===== config.mk =====
export PLATFORM = sky130hd
export DESIGN_NAME = mandelbrot_escape_pixel_core
export DESIGN_NICKNAME = d
export VERILOG_FILES = /design/src/rtl/mep_pkg.sv /design/src/rtl/mep_csr.sv /design/src/rtl/mep_mul.sv /design/src/rtl/mep_seq.sv /design/src/rtl/mandelbrot_escape_pixel_core.sv
export SDC_FILE = /design/constraint.sdc
export NUM_CORES = 2
export LEC_CHECK = 0
export BUFFER_PORTS_ARGS = -buffer_cell sky130_fd_sc_hd__buf_4
export CORE_MARGIN = 2
export CORE_UTILIZATION = 35
export CTS_CLUSTER_SIZE = 14
export DETAILED_ROUTE_END_ITERATION = 6
export GPL_ROUTABILITY_DRIVEN = 0
export GPL_TIMING_DRIVEN = 0
export PLACE_DENSITY = 0.46
export RECOVER_POWER = 50
export SLEW_MARGIN = 25
export SYNTH_ARGS = -nofsm -noshare
export SYNTH_HDL_FRONTEND = slang
export SYNTH_SLANG_ARGS = --single-unit

===== constraint.sdc =====
create_clock -name clock -period 18.3 [get_ports clock]
set_clock_uncertainty 0.2 [all_clocks]
set_input_delay 4.575 -clock clock [delete_from_list [all_inputs] [get_ports clock]]
set_output_delay 4.575 -clock clock [all_outputs]
set_load 0.02 [all_outputs]

===== src/rtl/mep_pkg.sv =====
// shared types, constants and palette for the mandelbrot escape pixel core
package mep_pkg;

   localparam int FRAC_BITS = 28;

   // configuration register indexes
   localparam logic [2:0] CSR_MIN_X     = 3'd0;
   localparam logic [2:0] CSR_INC_X     = 3'd1;
   localparam logic [2:0] CSR_MIN_Y     = 3'd2;
   localparam logic [2:0] CSR_INC_Y     = 3'd3;
   localparam logic [2:0] CSR_MAX_ITER  = 3'd4;
   localparam logic [2:0] CSR_FILL      = 3'd5;

   typedef struct packed {
      logic signed [31:0] min_x;
      logic signed [31:0] inc_x;
      logic signed [31:0] min_y;
      logic signed [31:0] inc_y;
      logic [15:0]        max_iterations;
      logic [23:0]        fill_color;
   } mep_cfg_type;

   // result handed from the sequencer to the output stage
   typedef struct packed {
      logic        valid;
      logic [15:0] count;
   } mep_done_type;

   function automatic logic [23:0] mep_palette(input logic [2:0] idx);
      logic [23:0] c;
      case (idx)
         3'd0:    c = 24'h04182B;
         3'd1:    c = 24'h5A8C8C;
         3'd2:    c = 24'hF2D99D;
         3'd3:    c = 24'h738585;
         3'd4:    c = 24'hAB1111;
         3'd5:    c = 24'h04182B;
         3'd6:    c = 24'h5A8C8C;
         default: c = 24'hF2D99D;
      endcase
      return c;
   endfunction

endpackage


===== src/rtl/mep_csr.sv =====
// configuration register file
module mep_csr import mep_pkg::*; (
   input  logic              clock,
   input  logic              reset,
   input  logic              csr_valid,
   output logic              csr_ready,
   input  logic [2:0]        csr_index,
   input  logic [31:0]       csr_data,
   output mep_cfg_type       cfg
);

   mep_cfg_type cfg_ff;
   mep_cfg_type cfg_in;

   assign csr_ready = 1'b1;
   assign cfg       = cfg_ff;

   always_comb begin
      cfg_in = cfg_ff;
      if (csr_valid) begin
         unique case (csr_index)
            CSR_MIN_X:    cfg_in.min_x          = csr_data;
            CSR_INC_X:    cfg_in.inc_x          = csr_data;
            CSR_MIN_Y:    cfg_in.min_y          = csr_data;
            CSR_INC_Y:    cfg_in.inc_y          = csr_data;
            CSR_MAX_ITER: cfg_in.max_iterations = csr_data[15:0];
            CSR_FILL:     cfg_in.fill_color     = csr_data[23:0];
            default:      cfg_in = cfg_ff;
         endcase
      end
   end

   always_ff @(posedge clock) begin
      if (reset) begin
         cfg_ff.min_x          <= 32'shE000_0000;
         cfg_ff.inc_x          <= 32'sd786432;
         cfg_ff.min_y          <= 32'shE800_0000;
         cfg_ff.inc_y          <= 32'sd786432;
         cfg_ff.max_iterations <= 16'd256;
         cfg_ff.fill_color     <= 24'd0;
      end else begin
         cfg_ff <= cfg_in;
      end
   end

endmodule


===== src/rtl/mep_mul.sv =====
// shared signed 32x32 multiplier with registered product
module mep_mul import mep_pkg::*; (
   input  logic               clock,
   input  logic signed [31:0] mul_a,
   input  logic signed [31:0] mul_b,
   output logic signed [63:0] prod
);

   logic signed [63:0] prod_ff;

   always_ff @(posedge clock) begin
      prod_ff <= mul_a * mul_b;
   end

   assign prod = prod_ff;

endmodule


===== src/rtl/mep_seq.sv =====
// iteration sequencer and point datapath around the shared multiplier
module mep_seq import mep_pkg::*; (
   input  logic          clock,
   input  logic          reset,
   input  mep_cfg_type   cfg,
   input  logic          start,
   input  logic [9:0]    row,
   input  logic [9:0]    col,
   output logic          idle,
   input  logic          take,
   output mep_done_type  done
);

   typedef enum logic [3:0] {
      S_IDLE, S_SETX, S_SETY, S_LOAD, S_CHECK, S_XX, S_YY, S_XY, S_DONE
   } state_type;

   localparam logic signed [45:0] LIM     = 46'sh0000_4000_0000;
   localparam logic [34:0]        ESC_LIM = 35'h1_0000_0000;

   state_type          state_ff, state_in;
   logic [9:0]         row_ff, row_in, col_ff, col_in;
   logic signed [43:0] cx_ff, cx_in, cy_ff, cy_in;
   logic signed [31:0] zx_ff, zx_in, zy_ff, zy_in;
   logic [33:0]        xx_ff, xx_in, yy_ff, yy_in;
   logic [15:0]        k_ff, k_in;
   logic [15:0]        count_ff, count_in;

   logic signed [31:0] mul_a, mul_b;
   logic signed [63:0] prod;
   logic signed [33:0] prod_sh;
   logic signed [45:0] nx, ny;
   logic [34:0]        mag_sum;
   logic               out_of_box;

   mep_mul u_mul (
      .clock (clock),
      .mul_a (mul_a),
      .mul_b (mul_b),
      .prod  (prod)
   );

   // floor shift of the product back to the fixed point grid
   assign prod_sh = prod[FRAC_BITS+33:FRAC_BITS];

   assign nx = $signed({12'd0, xx_ff}) - $signed({12'd0, yy_ff})
             + $signed({{2{cx_ff[43]}}, cx_ff});
   assign ny = $signed({{11{prod_sh[33]}}, prod_sh, 1'b0})
             + $signed({{2{cy_ff[43]}}, cy_ff});
   assign out_of_box = (nx > LIM) || (nx < -LIM) || (ny > LIM) || (ny < -LIM);
   assign mag_sum = {1'b0, xx_ff} + {1'b0, prod_sh[33:0]};

   always_comb begin
      mul_a = '0;
      mul_b = '0;
      case (state_ff)
         S_SETX: begin
            mul_a = cfg.inc_x;
            mul_b = $signed({22'd0, col_ff});
         end
         S_SETY: begin
            mul_a = cfg.inc_y;
            mul_b = $signed({22'd0, row_ff});
         end
         S_XX: begin
            mul_a = zx_ff;
            mul_b = zx_ff;
         end
         S_YY: begin
            mul_a = zy_ff;
            mul_b = zy_ff;
         end
         S_XY: begin
            mul_a = zx_ff;
            mul_b = zy_ff;
         end
         default: begin
            mul_a = '0;
            mul_b = '0;
         end
      endcase
   end

   always_comb begin
      state_in = state_ff;
      row_in   = row_ff;
      col_in   = col_ff;
      cx_in    = cx_ff;
      cy_in    = cy_ff;
      zx_in    = zx_ff;
      zy_in    = zy_ff;
      xx_in    = xx_ff;
      yy_in    = yy_ff;
      k_in     = k_ff;
      count_in = count_ff;
      unique case (state_ff)
         S_IDLE: begin
            if (start) begin
               row_in   = row;
               col_in   = col;
               state_in = S_SETX;
            end
         end
         S_SETX: state_in = S_SETY;
         S_SETY: begin
            cx_in    = $signed({{12{cfg.min_x[31]}}, cfg.min_x}) + prod[43:0];
            state_in = S_LOAD;
         end
         S_LOAD: begin
            // multiplier sees zero operands here, so the cross term starts at zero
            cy_in    = $signed({{12{cfg.min_y[31]}}, cfg.min_y}) + prod[43:0];
            xx_in    = '0;
            yy_in    = '0;
            k_in     = '0;
            state_in = S_CHECK;
         end
         S_CHECK: begin
            if (k_ff == cfg.max_iterations) begin
               count_in = cfg.max_iterations;
               state_in = S_DONE;
            end else if (out_of_box) begin
               count_in = k_ff;
               state_in = S_DONE;
            end else begin
               zx_in    = nx[31:0];
               zy_in    = ny[31:0];
               state_in = S_XX;
            end
         end
         S_XX: state_in = S_YY;
         S_YY: begin
            xx_in    = prod_sh[33:0];
            state_in = S_XY;
         end
         S_XY: begin
            if (mag_sum > ESC_LIM) begin
               count_in = k_ff;
               state_in = S_DONE;
            end else begin
               yy_in    = prod_sh[33:0];
               k_in     = k_ff + 16'd1;
               state_in = S_CHECK;
            end
         end
         S_DONE: begin
            if (take) state_in = S_IDLE;
         end
         default: state_in = S_IDLE;
      endcase
   end

   always_ff @(posedge clock) begin
      if (reset) begin
         state_ff <= S_IDLE;
      end else begin
         state_ff <= state_in;
      end
      row_ff   <= row_in;
      col_ff   <= col_in;
      cx_ff    <= cx_in;
      cy_ff    <= cy_in;
      zx_ff    <= zx_in;
      zy_ff    <= zy_in;
      xx_ff    <= xx_in;
      yy_ff    <= yy_in;
      k_ff     <= k_in;
      count_ff <= count_in;
   end

   assign idle       = (state_ff == S_IDLE);
   assign done.valid = (state_ff == S_DONE);
   assign done.count = count_ff;

endmodule


===== src/rtl/mandelbrot_escape_pixel_core.sv =====
// mandelbrot escape-time pixel core: config, sequencer and output register
// flow: a pixel passes SETX, SETY and LOAD, then CHECK, XX, YY and XY for each iteration
//   on one multiplier, until CHECK or the radius test in XY ends it in DONE
// throughput: one pixel at a time; a new pixel is taken once the result has
//   moved to the output register, even while it still waits there
// reset: synchronous, active high; control and config registers return to their defaults
module mandelbrot_escape_pixel_core import mep_pkg::*; (
   input  logic        clock,
   input  logic        reset,
   // pixel request stream
   input  logic        req_tvalid,
   output logic        req_tready,
   input  logic [23:0] req_tdata,   // [9:0] row, [19:10] col, [23:20] zero
   // pixel result stream
   output logic        rsp_tvalid,
   input  logic        rsp_tready,
   output logic [39:0] rsp_tdata,   // [23:0] pixel_color, [39:24] iteration_count
   // configuration writes
   input  logic        csr_valid,
   output logic        csr_ready,
   input  logic [2:0]  csr_index,
   input  logic [31:0] csr_data
);

   mep_cfg_type  cfg;
   mep_done_type done;
   logic         seq_idle;
   logic         take;
   logic [23:0]  color;

   logic         rsp_valid_ff, rsp_valid_in;
   logic [39:0]  rsp_data_ff, rsp_data_in;

   mep_csr u_csr (
      .clock     (clock),
      .reset     (reset),
      .csr_valid (csr_valid),
      .csr_ready (csr_ready),
      .csr_index (csr_index),
      .csr_data  (csr_data),
      .cfg       (cfg)
   );

   // the sequencer owns one pixel from request transfer until the result is handed over
   assign req_tready = seq_idle;

   mep_seq u_seq (
      .clock (clock),
      .reset (reset),
      .cfg   (cfg),
      .start (req_tvalid),
      .row   (req_tdata[9:0]),
      .col   (req_tdata[19:10]),
      .idle  (seq_idle),
      .take  (take),
      .done  (done)
   );

   // output register frees up when empty or when its result transfers this cycle
   assign take = !rsp_valid_ff || rsp_tready;

   // fill color for points that never escaped when it is nonzero, palette otherwise
   always_comb begin
      if ((done.count == cfg.max_iterations) && (cfg.fill_color != 24'd0)) begin
         color = cfg.fill_color;
      end else begin
         color = mep_palette(done.count[2:0]);
      end
   end

   always_comb begin
      rsp_valid_in = rsp_valid_ff;
      rsp_data_in  = rsp_data_ff;
      if (rsp_valid_ff && rsp_tready) rsp_valid_in = 1'b0;
      if (done.valid && take) begin
         rsp_valid_in = 1'b1;
         rsp_data_in  = {done.count, color};
      end
   end

   always_ff @(posedge clock) begin
      if (reset) begin
         rsp_valid_ff <= 1'b0;
      end else begin
         rsp_valid_ff <= rsp_valid_in;
      end
      rsp_data_ff <= rsp_data_in;
   end

   assign rsp_tvalid = rsp_valid_ff;
   assign rsp_tdata  = rsp_data_ff;

endmodule

==> results.yml <==
finish:
  fin_nets: 9001
  area_delta_synth_final_pct: 10.4
  drive_gt1_share_pct: 4.37
  postLayoutCoreUtil_pct: 38.9
yosys:
  synth_seq_area_share_pct: 21.2
  synth_ff_type: "edfxtp_1"
  avgSynthCellArea_sq_um: 9.15
  synth_nets: 8805
  yosys.cell_count.top_type: "nand2_1"
  synth.distinct_cells: 89
  async_reset_ff_share_pct: 0
  synth_top_cell_area_share_pct: 32.2
  synth_cells: 7250
  synth_edf_count: 312
  synth.area.top_cells: "fa_1 32%, edfxtp_1 14%, ha_1 8.0%"
  synth_top_area_cell: "fa_1"
  ys_seq_elements: 547
  netlist_area_sq_mm: 0.0663
  ys_warn_count: 0
  synth_common_cells: "1144 x nand2_1, 1068 x fa_1, 1067 x inv_1"
timing:
  fin_crit_sh_pct: 80.0
  final_max_slew_viol_count: 90
  max_slew_margin_pct: -103
  worst_pin_slew_ns: 3.04
  grt_setup_unrepaired: "false"
  fin_crit_ns: 14.63
  whs_ns: 0.259
  final_hold_viol_count: 0
  fmax_mhz: 68.3
  fin_tns_setup_ns: 0
  setup_ws_ns: 3.67
  finalSetupViolCount: 0
pwr:
  swShare_pct: 32.7
  pwr-share-comb_pct: 19.1
  peakVddDrop_mv: 0.0682
  p_total_w: 0.00360
  power.switching_w: 0.00118
  p_int_w: 0.00242
  p_seq_share_pct: 39.5
  power.leakage_nw: 32.6
  cellPowerDensity_mw_per_mm2: 49.1
  clkPwrFrac_pct: 41.5
floorplan:
  die_area_sq_mm: 0.193
  coreArea_sq_mm: 0.188
  ios: 107
  die_h_microns: 439
  rows: 159
  die_x_microns: 439
  initial_core_util_pct: 35.3
grt:
  grt_remaining_overflow: 0
  grt.total_usage_pct: 29.9
  antenna_found_initial: 35
  grt_max_degree: 38
  grt_pass1_wl_mm: 408
  first_global_vias: 54600
critical_path:
  worst-path-max-fanout: 37
  crit_path_start_kind: "flip-flop"
  crit_arrival_ns: 14.95
  crit_buf_inv: 8
  worstSetupPathType: "flip-flop to flip-flop"
  reg2reg_from: "u_seq.state_ff[3]$_SDFFE_PP0P_"
  worstRegToRegCells: 37
  reg2reg_slack_ns: 3.67
  cp_slowest_cell: "clkbuf_1"
  max_stage_delay_ns: 1.05
  crit_path_end_kind: "flip-flop"
  crit_path_frequent_cell: "fa_1"
  critPathTopFamily: "adder cells"
  required_ns: 18.62
  r2r-end: "u_seq.u_mul.prod[59]$_DFF_P_"
route:
  drc: 94
  dr.pass1.iters: 7
  wirelength_mm: 288
  vias: 54600
  via_per_inst: 5.45
  wl_per_cell_microns: 28.7
  first_iter_violations: 5668
  postRouteAntennaNets: 0
min_path:
  worstHoldPathCells: 2
  hold_path.startpoint: "u_csr.cfg[152]$_SDFFE_PP0P_"
  hold_class: "flip-flop to flip-flop"
  holdPathEnd: "u_csr.cfg[152]$_SDFFE_PP0P_"
clock_network:
  path_clk_slew_ns: 0.06
  numCtsBuffers: 71
  post_cts_buffers: 0
  cts_sinks: 547
  htreeDepth: 3
  cts_resized: 0
  clockBufferDepth: 3
  clkLatencyLatePin_ns: 0.73
  cts_hold_buf: 0
  cts_tree: "done"
  clock-root-buffer: "clkbuf_16"
flow_run:
  drv_cap: 3
run_status:
  outcome: "complete, but fails checks"
  violations: "design-rule violations, max-capacitance violations, max-slew violations"
placement:
  hpwl_mm: 236
  dp_slack_ns: 3.61
  port_buffers: 100
==> state kept, by name (all words and copies together), names as in the netlist, 10 cells and up <==
register,cells
u_csr.cfg,168
u_seq.u_mul.prod,62
u_seq.cx_ff,44
u_seq.cy_ff,44
rsp_tdata,40
u_seq.xx_ff,34
u_seq.yy_ff,34
u_seq.zx_ff,32
u_seq.zy_ff,32
u_seq.count_ff,16
u_seq.k_ff,16
u_seq.col_ff,10
u_seq.row_ff,10
==> power by group through the flow <==
stage | Combinational, W | Sequential (W) | Clock (W)
after detailed placement | 0.000669 | 0.00144 | 0
final | 0.000685 | 0.00142 | 0.00149
after global placement | 0.000661 | 0.00144 | 0
after CTS | 0.000675 | 0.00142 | 0.00152
after global routing | 0.000733 | 0.00142 | 0.00156
after floorplan | 0.000419 | 0.00139 | 0
==> worst reg2reg max path: cells and delay by family, from the launching register on <==
family          cells  cell delay (ns)
buf+inv             8             3.26
fa+ha+maj           9             4.52
xor+xnor            1             0.60
compound gates     11             3.59
flops               1             0.30
simple gates        8             1.95
==> how the worst max path moves through the flow <==
stage          depth (start not counted)  slack, ns                            from                           end
2_1_floorplan                         35       7.08  u_seq.state_ff[3]$_SDFFE_PP0P_  u_seq.u_mul.prod[61]$_DFF_P_
3_3_place_gp                          35       1.53  u_seq.state_ff[3]$_SDFFE_PP0P_  u_seq.u_mul.prod[59]$_DFF_P_
3_5_place_dp                          35       3.61  u_seq.state_ff[2]$_SDFFE_PP0P_  u_seq.u_mul.prod[59]$_DFF_P_
4_1_cts                               35       3.51  u_seq.state_ff[2]$_SDFFE_PP0P_  u_seq.u_mul.prod[59]$_DFF_P_
5_1_grt                               37       3.34  u_seq.state_ff[3]$_SDFFE_PP0P_  u_seq.u_mul.prod[59]$_DFF_P_
6_report                              37       3.67  u_seq.state_ff[3]$_SDFFE_PP0P_  u_seq.u_mul.prod[59]$_DFF_P_
==> stage by stage <==
stage / instance area, sq um / std cells
detailed placement: 70700 / 9864
finish: 73200 / 10000
global route: 73200 / 10000
global placement: 70200 / 9845
CTS: 73200 / 9994
floorplan: 66300 / 7250
==> logic make-up (layout without fill, tap and decap cells) <==
family	Yosys count	count (layout)	synth area share, %
buffers and inverters	1394	1647	7.98
DFF	547	547	21.2
AOI/OAI and AO/OA	1115	1115	10.7
muxes	9	9	0.136
and+or+nand+nor	2390	2390	15.8
xor gates and xnor gates	303	303	4.02
other	1	29	0.00566
adders and majority gates	1491	1491	40.2
==> layout make-up <==
| class | instances | area [sq um] |
|---|---|---|
| Inverter | 1067 | 4010 |
| Buffer | 327 | 1310 |
| Tap cell | 2495 | 3120 |
| Clock inverter | 32 | 444 |
| Fill cell | 19100 | 115000 |
| Sequential cell | 547 | 14100 |
| Clock buffer | 98 | 2010 |
| Antenna cell | 28 | 70.1 |
| Multi-Input combinational cell | 5309 | 47100 |
| Timing Repair Buffer | 123 | 1080 |
==> layer usage <==
metal	GRT usage, %	share of wire [%]	up-vias
met5	0	0.035	-
li1	-	-	23800
met3	7.16	9.7	505
met4	14.5	5.8	14
met1	41.2	42	27800
met2	44.0	42	2585
==> placed cells by master, fill, tap and decap left out, drive strengths merged, types with 34 or more instances in the layout <==
cell type / instances
nand2: 1144
inv: 1072
fa: 1068
nor2: 669
a21oi: 455
clkbuf: 429
ha: 423
edfxtp: 312
dfxtp: 235
xnor2: 209
o21ai: 169
a21o: 134
buf: 119
and2: 106
xor2: 94
nand3: 73
and3: 64
o21a: 50
nor3: 48
o21bai: 45
nand3b: 42
nand2b: 40
a222oi: 40
nand4: 37
a31oi: 37
nor4: 34
Power figures use the tool's default switching activity.
